==> src/design/lsps_pkg.sv <==
package lsps_pkg;

  // register indexes on the configuration port
  localparam logic [1:0] REG_PROP_GAIN   = 2'd0;
  localparam logic [1:0] REG_DERIV_GAIN  = 2'd1;
  localparam logic [1:0] REG_TOP_SPEED   = 2'd2;
  localparam logic [1:0] REG_FLOOR_SPEED = 2'd3;

  // register reset values
  localparam logic [7:0] PROP_GAIN_RST   = 8'd120;
  localparam logic [7:0] DERIV_GAIN_RST  = 8'd10;
  localparam logic [7:0] TOP_SPEED_RST   = 8'd255;
  localparam logic [7:0] FLOOR_SPEED_RST = 8'd0;

  typedef logic signed [3:0] err_t;

  // products of gain and error terms
  typedef struct packed {
    logic signed [12:0] p_term;
    logic signed [13:0] d_term;
    err_t               err;
  } terms_t;

  // map a sensor pattern to a position error, keep prev when unlisted
  function automatic err_t decode_pattern(input logic [5:0] pat, input err_t prev);
    err_t res;
    case (pat)
      6'b000001: res = -4'sd5;
      6'b000011: res = -4'sd4;
      6'b000010: res = -4'sd3;
      6'b000110: res = -4'sd2;
      6'b000100: res = -4'sd1;
      6'b001100: res = 4'sd0;
      6'b001000: res = 4'sd1;
      6'b011000: res = 4'sd2;
      6'b010000: res = 4'sd3;
      6'b110000: res = 4'sd4;
      6'b100000: res = 4'sd5;
      default:   res = prev;
    endcase
    return res;
  endfunction

  // clamp to top, then to floor (floor wins)
  function automatic logic [7:0] clamp_speed(input logic signed [13:0] v,
                                             input logic [7:0] top,
                                             input logic [7:0] floor_v);
    logic signed [13:0] t;
    t = v;
    if (t > $signed({6'd0, top}))
      t = $signed({6'd0, top});
    if (t < $signed({6'd0, floor_v}))
      t = $signed({6'd0, floor_v});
    return t[7:0];
  endfunction

endpackage

==> src/design/line_sensor_pd_steering.sv <==
// Line sensor PD steering: each request carries one 6-bit sensor sample and
// yields one result with the left and right wheel speeds and the decoded
// position error. The block is a three-register pipeline (input register,
// gain-product register, result register) and takes one request per cycle
// unless the result side stalls it. The loop through the pattern decoder
// and the stored last error passes only the last-error register, so it
// allows that rate. Gains and speed limits are to be written through the
// configuration port only while the block is idle; it is not enforced.
module line_sensor_pd_steering (
  input  logic       clk,
  input  logic       rst,
  // configuration
  input  logic       cfg_we,
  input  logic [1:0] cfg_index,
  input  logic [7:0] cfg_data,
  // sensor requests
  input  logic       in_valid,
  output logic       in_ready,
  input  logic [5:0] sensor_pattern,
  // results
  output logic       out_valid,
  input  logic       out_ready,
  output logic [7:0] left_drive,
  output logic [7:0] right_drive,
  output logic [3:0] position_error
);

  logic [7:0] prop_gain;
  logic [7:0] deriv_gain;
  logic [7:0] top_speed;
  logic [7:0] floor_speed;

  logic       in_v;
  logic [5:0] in_pat;
  logic       mid_v;
  lsps_pkg::terms_t mid;
  lsps_pkg::err_t   last_error;
  lsps_pkg::terms_t mid_next;
  lsps_pkg::err_t   err_cur;
  logic signed [4:0]  err_diff;
  logic signed [13:0] pd;
  logic signed [13:0] left_raw;
  logic signed [13:0] right_raw;
  logic out_adv;
  logic mid_adv;
  logic in_adv;

  // pipeline advance conditions
  assign out_adv  = !out_valid || out_ready;
  assign mid_adv  = !mid_v || out_adv;
  assign in_adv   = !in_v || mid_adv;
  assign in_ready = in_adv;

  // configuration registers
  always_ff @(posedge clk) begin
    if (rst) begin
      prop_gain   <= lsps_pkg::PROP_GAIN_RST;
      deriv_gain  <= lsps_pkg::DERIV_GAIN_RST;
      top_speed   <= lsps_pkg::TOP_SPEED_RST;
      floor_speed <= lsps_pkg::FLOOR_SPEED_RST;
    end else if (cfg_we) begin
      case (cfg_index)
        lsps_pkg::REG_PROP_GAIN:   prop_gain   <= cfg_data;
        lsps_pkg::REG_DERIV_GAIN:  deriv_gain  <= cfg_data;
        lsps_pkg::REG_TOP_SPEED:   top_speed   <= cfg_data;
        lsps_pkg::REG_FLOOR_SPEED: floor_speed <= cfg_data;
        default: ;
      endcase
    end
  end

  // input register
  always_ff @(posedge clk) begin
    if (rst) begin
      in_v <= 1'b0;
    end else if (in_adv) begin
      in_v <= in_valid;
    end
  end

  always_ff @(posedge clk) begin
    if (in_adv && in_valid) begin
      in_pat <= sensor_pattern;
    end
  end

  // decode and gain products
  always_comb begin
    err_cur  = lsps_pkg::decode_pattern(in_pat, last_error);
    err_diff = 5'(err_cur) - 5'(last_error);
    mid_next.err    = err_cur;
    mid_next.p_term = $signed(13'({1'b0, prop_gain})) * 13'(err_cur);
    mid_next.d_term = $signed(14'({1'b0, deriv_gain})) * 14'(err_diff);
  end

  // last error follows each request leaving the input register
  always_ff @(posedge clk) begin
    if (rst) begin
      last_error <= '0;
    end else if (in_v && mid_adv) begin
      last_error <= err_cur;
    end
  end

  always_ff @(posedge clk) begin
    if (rst) begin
      mid_v <= 1'b0;
    end else if (mid_adv) begin
      mid_v <= in_v;
    end
  end

  always_ff @(posedge clk) begin
    if (mid_adv && in_v) begin
      mid <= mid_next;
    end
  end

  // pd sum and wheel speeds
  always_comb begin
    pd        = 14'(mid.p_term) + mid.d_term;
    left_raw  = $signed({6'd0, top_speed}) - pd;
    right_raw = $signed({6'd0, top_speed}) + pd;
  end

  // result register
  always_ff @(posedge clk) begin
    if (rst) begin
      out_valid <= 1'b0;
    end else if (out_adv) begin
      out_valid <= mid_v;
    end
  end

  always_ff @(posedge clk) begin
    if (out_adv && mid_v) begin
      left_drive     <= lsps_pkg::clamp_speed(left_raw, top_speed, floor_speed);
      right_drive    <= lsps_pkg::clamp_speed(right_raw, top_speed, floor_speed);
      position_error <= mid.err;
    end
  end

  // speeds never fall below the floor
  a_floor: assert property (@(posedge clk) disable iff (rst)
    out_valid |-> (left_drive >= floor_speed) && (right_drive >= floor_speed))
    else $error("speed below floor");

  // speeds stay at or under top when the floor allows it
  a_top: assert property (@(posedge clk) disable iff (rst)
    out_valid && (floor_speed <= top_speed) |->
      (left_drive <= top_speed) && (right_drive <= top_speed))
    else $error("speed above top");

  // decoded error stays within the table range
  a_err: assert property (@(posedge clk) disable iff (rst)
    out_valid |-> ($signed(position_error) >= -4'sd5) && ($signed(position_error) <= 4'sd5))
    else $error("position error out of range");

  // stored error stays within the table range
  a_last: assert property (@(posedge clk) disable iff (rst)
    (last_error >= -4'sd5) && (last_error <= 4'sd5))
    else $error("last error out of range");

endmodule

==> config.mk <==
export PLATFORM = sky130hd
export DESIGN_NAME = line_sensor_pd_steering
export DESIGN_NICKNAME = d
export VERILOG_FILES = /design/src/design/lsps_pkg.sv /design/src/design/line_sensor_pd_steering.sv
export SDC_FILE = /design/constraint.sdc
export NUM_CORES = 1
export LEC_CHECK = 0
export BUFFER_PORTS_ARGS = -buffer_cell sky130_fd_sc_hd__buf_2
export CORE_ASPECT_RATIO = 1.25
export CORE_MARGIN = 3
export CORE_UTILIZATION = 63
export DETAILED_ROUTE_END_ITERATION = 12
export GPL_TIMING_DRIVEN = 1
export PLACE_DENSITY_LB_ADDON = 0.3
export SYNTH_ARGS = -nofsm -noshare
export SYNTH_HDL_FRONTEND = slang
export SYNTH_SLANG_ARGS = --single-unit
==> constraint.sdc <==
create_clock -name clk -period 8.9 [get_ports clk]
set_input_delay 1.335 -clock clk [delete_from_list [all_inputs] [get_ports clk]]
set_output_delay 1.335 -clock clk [all_outputs]
set_load 0.1 [all_outputs]
======== Word-level counts from Yosys, hierarchy flattened ========
Cells that the tools add are included.
operators by class
  add/sub/neg operators ................... 4
  $mul .................................... 2
  div/mod/pow operators ................... 0
  order comparisons ....................... 4
  eq/ne operators ......................... 14
  shift-type cells ........................ 0
  multiplexer cells ....................... 7
  bitwise gates (word level) .............. 0
  reduce and logical (&&, ||, !) cells .... 14
operator list
  kind                                                  number
  two-way mux 14 bit                                    4
  one-hot mux 4 bit (11 select lines)                   1
  greater-than comparator 14 x 9 -> 1 bit               2
  less-than comparator 14 x 9 -> 1 bit                  2
  two-way mux 8 bit                                     2
  adder 13 x 14 -> 14 bit                               1
  adder 9 x 14 -> 14 bit                                1
  multiplier 9 x 5 -> 14 bit                            1
  subtractor 9 x 14 -> 14 bit                           1
  multiplier 9 x 4 -> 13 bit                            1
  equality test 6 x 2 -> 1 bit (second input constant)  2
  equality test 6 x 3 -> 1 bit (second input constant)  2
  equality test 6 x 4 -> 1 bit (second input constant)  2
  equality test 6 x 5 -> 1 bit (second input constant)  2
  equality test 6 bit (second input constant)           2
  AND reduction 2 bit                                   4
  equality test 6 x 1 -> 1 bit (second input constant)  1
  subtractor 4 x 4 -> 5 bit                             1
  equality test 2 bit (second input constant)           2
  logical AND 1 bit                                     3
  zero test 1 bit                                       3
  logical OR 1 bit                                      3
  equality test 2 x 1 -> 1 bit (second input constant)  1
  zero test 2 bit                                       1
storage, ports and cells
  register bits ........................... 96
  bits in latches ......................... 0
  RAM bits ................................ 0
  memory bits (read-only) ................. 0
  input port bits ......................... 21
  output and inout port bits .............. 22
  word-level logic and storage cells ...... 60
  memories kept ........................... 0

======== Logic depth before layout (Yosys ltp) ========
  word-level depth ........................ 7
  gate-level depth with buffers ........... 35
  mapped depth without buffers ............ 33

======== Worst setup path before layout ========
Ideal clock, no wire load.
  kind .................................... reg-to-reg
  start ................................... reg in_pat[5]
  end ..................................... reg mid[16] in the netlist's numbering, data pin
  setup time .............................. 0.258 ns
  arrival time ............................ 6.417 ns
  required time ........................... 8.642 ns
  path slack .............................. 2.225 ns
  cell stages (with the launch flop) ...... 30
  buffers on the path ..................... 2
  period minus slack after synthesis ...... 6.675 ns
  cells stage by stage .................... edfxtp_1 > clkbuf_1 > nor2_1 > or4_1 > a21oi_1 > a21oi_1 > mux2_2 > clkbuf_1 > inv_1 > ha_1 > inv_1 > fa_1 > a2111oi_0 > a21oi_1 > or2_2 > fa_1 > fa_1 > fa_1 > inv_1 > ha_1 > a21o_1 > a21oi_1 > o21ai_0 > a21oi_1 > nand2b_1 > a21boi_0 > o21ai_0 > nand2b_1 > a21oi_1 > xnor2_1
RTL lines
  item                    RTL line                        text
  start, declared         line_sensor_pd_steering.sv:34   logic [5:0] in_pat;
  start signal, assigned  line_sensor_pd_steering.sv:83   in_pat <= sensor_pattern;
  end signal, assigned    line_sensor_pd_steering.sv:115  mid <= mid_next;
  end, declared           line_sensor_pd_steering.sv:36   lsps_pkg::terms_t mid;

======== Worst setup path after layout ========
  start ................................... reg mid[18] in the netlist's numbering
  end ..................................... reg left_drive[1], data pin
on the way
  longest elaborated chain between the ends .. 7
RTL lines
  item                                     RTL line                        text
  adder 13 x 14 -> 14 bit (*)              line_sensor_pd_steering.sv:121  pd = 14'(mid.p_term) + mid.d_term;
  subtractor 9 x 14 -> 14 bit (*)          line_sensor_pd_steering.sv:122  left_raw = $signed({6'd0, top_speed}) - pd;
  greater-than comparator 14 x 9 -> 1 bit  lsps_pkg.sv:50                  if (t > $signed({6'd0, top}))
  two-way mux 14 bit (*)                   lsps_pkg.sv:50
  two-way mux 14 bit (*)                   line_sensor_pd_steering.sv:136  if (out_adv && mid_v) begin
  less-than comparator 14 x 9 -> 1 bit     lsps_pkg.sv:52                  if (t < $signed({6'd0, floor_v}))
  two-way mux 8 bit (*)                    lsps_pkg.sv:52
  end signal, assigned                     line_sensor_pd_steering.sv:137  left_drive <= lsps_pkg::clamp_speed(left_raw, top_speed, floor_speed);
  end, declared                            line_sensor_pd_steering.sv:23   output logic [7:0] left_drive,
Mark *: on every way between the ends. The rest lies on a longest branch, timed or not. The select of a mux whose other input is x is not followed.
A chain may end at the register's enable or synchronous reset.

==> impl_results.md <==
- Layout net count: 1144
- Final min period: 7150 ps
- DRC: 0
- Startpoint types: register
- Vias in the first global route: 6712
- Ratio of cells with drive above 1 in the final layout: 13.3%
- CORE AREA: 13500 µm²
- IO Port Bufs: 42
- Tightest Pin Transition: 1220 ps
- # diodes: 0
- Yosys warnings: 0
- Sequential-to-total area share from yosys stat: 28.1%
- Worst VDD drop: 0.000150 V
- Pre-antenna DRT Iters: 5
- Post-synth EDFFs: 57
- Worst Hold Launch: mid[0]
- Postcts setup bufs: 0
- CTS tree: yes
- Post-DP HPWL: 15300 µm
- Cell mode on critical path: ha_1
- Die Y: 139 µm
- Worst path arrival time: 7260 ps
- RSZ-0062 raised after global routing: false
- GRT Max-Usage Layer: met2
- CP Data Required Time: 9010 ps
- Final Max Tran Viols: 0
- H-tree levels: 3
- Synth-to-Final Area Change: 7.84%
- Drt total wl: 19600 µm
- DRT iter0 DRCs: 354
- Clock-pin slew on the worst setup and hold paths: 80 ps
- Worst-path fanout max: 8
- CTS root buf: clkbuf_16
- Gate count after technology mapping: 936
- Crit. End Element: register
- MaxCap Viol Count: 0
- Die W: 112 µm
- Total power: 2030 µW
- Yosys cell types: 80
- DR vias/cell: 5.86
- Initial antenna violation count: 0
- CTS Buf Count: 9
- Worst setup path category: register to register
- PD cells: 213 nW/µm²
- Worst Skew: 11.7 ps
- First-pass GRT wire length: 32400 µm
- Async SR Flop Fraction: 0%
- Cts hold-fix bufs: 0
- ANT nets after route: 0
- Site Rows: 47
- Pin count of the biggest net entering global routing: 40
- Final Hold Viols: 0
- Die area: 15500 µm²
- Fillcell total: 1034
- DR vias: 6733
- Reg-to-Reg Start: mid[18]
- Final Cycle Share: 80.3%
- Num ports: 43
- Endpoints failing setup: 0
- Routability cong.: 0.898
- Cell Area, Synth: 8860 µm²
- Max frequency: 0.140 GHz
- Slew Limit Headroom: 18.4%
- Worst path max stage delay: 610 ps
- GR Util met1: 30.4%
- Synthesized area per cell: 9.47 µm²
- Gr ovfl total: 0
- Synth Flop Type: edfxtp_1
- Hold WC Path Type: register to register
- WL per Instance: 17.0 µm
- Crit path from: mid[18]
- Register bit count reported by yosys: 96
- Clk buf depth: 2
- Sum Neg Setup Slack: 0 ps
- Fin util: 70.7%
- Global routing met2 resource utilization: 46.1%
- Worst path slowest cell: fa_1
- CTS resizes: 0
- Met3 Usage GRT: 2.44%
- Buffers plus inverters on the worst setup path: 2
- Clock sinks: 96
- Initial Util: 65.5%
- Leak: 0.00447 µW
- Delay-heaviest family, CP: compound AO/OA/AOI/OAI gates
- Status: complete, no violations
- Clk_lat worst skew: 350 ps
- Post-Syn Nets: 1108
- Total track usage: 25.6%
[synthesized netlist by cell type, types with 7 or more instances]
cell type | count | area share, %
clkbuf_1 | 15 | 0.64
xor2_1 | 11 | 1.1
nand2b_1 | 14 | 0.99
dfxtp_1 | 39 | 8.8
fa_1 | 36 | 8.1
and2_1 | 37 | 2.6
mux2i_1 | 25 | 2.8
nand3_1 | 8 | 0.45
nand2_1 | 62 | 2.6
o21a_1 | 11 | 0.93
nand3b_1 | 9 | 0.76
inv_1 | 115 | 4.9
nor2_1 | 87 | 3.7
a21oi_1 | 42 | 2.4
mux2_2 | 25 | 3.2
nor3_1 | 10 | 0.56
o21ai_0 | 28 | 1.6
ha_1 | 115 | 16
nor2b_1 | 21 | 1.5
a21o_1 | 15 | 1.3
mux2_4 | 7 | 1.2
o21ai_1 | 7 | 0.40
edfxtp_1 | 57 | 19
xnor2_1 | 26 | 2.6
[cell usage in the layout, fill, tap and decap left out, types with 4 or more instances in the layout]
| master | instances |
|---|---|
| a21o_1 | 15 |
| nor2_1 | 87 |
| edfxtp_1 | 57 |
| mux2_4 | 7 |
| o21ai_1 | 7 |
| and2_1 | 37 |
| nand2b_1 | 14 |
| or4_1 | 4 |
| inv_1 | 115 |
| a211o_1 | 6 |
| xor2_1 | 11 |
| nand4_1 | 6 |
| ha_1 | 115 |
| buf_2 | 42 |
| clkbuf_16 | 9 |
| xnor2_1 | 26 |
| nor2b_1 | 21 |
| o21a_1 | 11 |
| mux2i_1 | 25 |
| a21oi_1 | 42 |
| mux2_2 | 25 |
| o211ai_1 | 6 |
| o21ai_2 | 4 |
| and2b_1 | 4 |
| o21ai_0 | 28 |
| nand3_1 | 8 |
| nand3b_1 | 9 |
| dfxtp_1 | 39 |
| nor3_1 | 10 |
| fa_1 | 36 |
| a211oi_1 | 5 |
| or2_2 | 6 |
| nand2_1 | 62 |
[sequential cells by signal, summed over array words and instances, names as in the netlist, 6 cells and up]
register / cells
in_pat: 6
top_speed: 8
prop_gain: 8
floor_speed: 8
right_drive: 8
deriv_gain: 8
left_drive: 8
mid: 31
[routing by layer]
metal / vias to the layer above / routed length (µm) / part of all wire [%]
li1: 3325 / - / -
met1: 3194 / 7750 / 40
met2: 157 / 10300 / 53
met3: 57 / 641 / 3.3
met4: 0 / 893 / 4.6
met5: - / 0 / 0
[worst paths after layout]
path | to | slack, ps | cells past startpoint
worst max register to register | left_drive[1] | 1750 | 29
worst min-delay path | position_error[0] | 420 | 0
worst min register to register | position_error[0] | 420 | 0
worst max-delay path | left_drive[1] | 1750 | 29
[per-stage QoR]
stage / worst slack, ps / std cells / hold slack, ps / cell area (µm²)
2_1_floorplan: 2230 / 936 / 400 / 8860
3_3_place_gp: 2040 / 1132 / 403 / 9230
3_5_place_dp: 1820 / 1132 / 405 / 9230
4_1_cts: 1760 / 1148 / 422 / 9560
5_1_grt: 1220 / 1148 / 434 / 9560
6_report: 1750 / 1148 / 423 / 9560
[area by class of cell]
class / count / area, µm² / area share, %
clock buffers: 9 / 225 / 2.36
clock inverters: 7 / 100 / 1.05
inverters: 115 / 432 / 4.52
multi-input cells: 705 / 5860 / 61.3
flip-flops and latches: 96 / 2490 / 26.1
well taps: 171 / 214 / 2.24
repair buffers: 45 / 233 / 2.44
[cell families after synthesis]
logic type / after synthesis / synth area share [%]
compound gates: 175 / 14.4
xor+xnor: 37 / 3.66
fa+ha+maj: 151 / 24.4
buf+inv: 135 / 5.87
flops: 96 / 28.1
mux: 57 / 7.19
simple gates: 285 / 16.4
[power by group]
part / internal (µW) / switching (µW) / leakage, µW
logic: 443 / 626 / 0.00344
clock network: 227 / 193 / 0.000158
registers: 521 / 21.1 / 0.000863
Power figures use the tool's default switching activity.
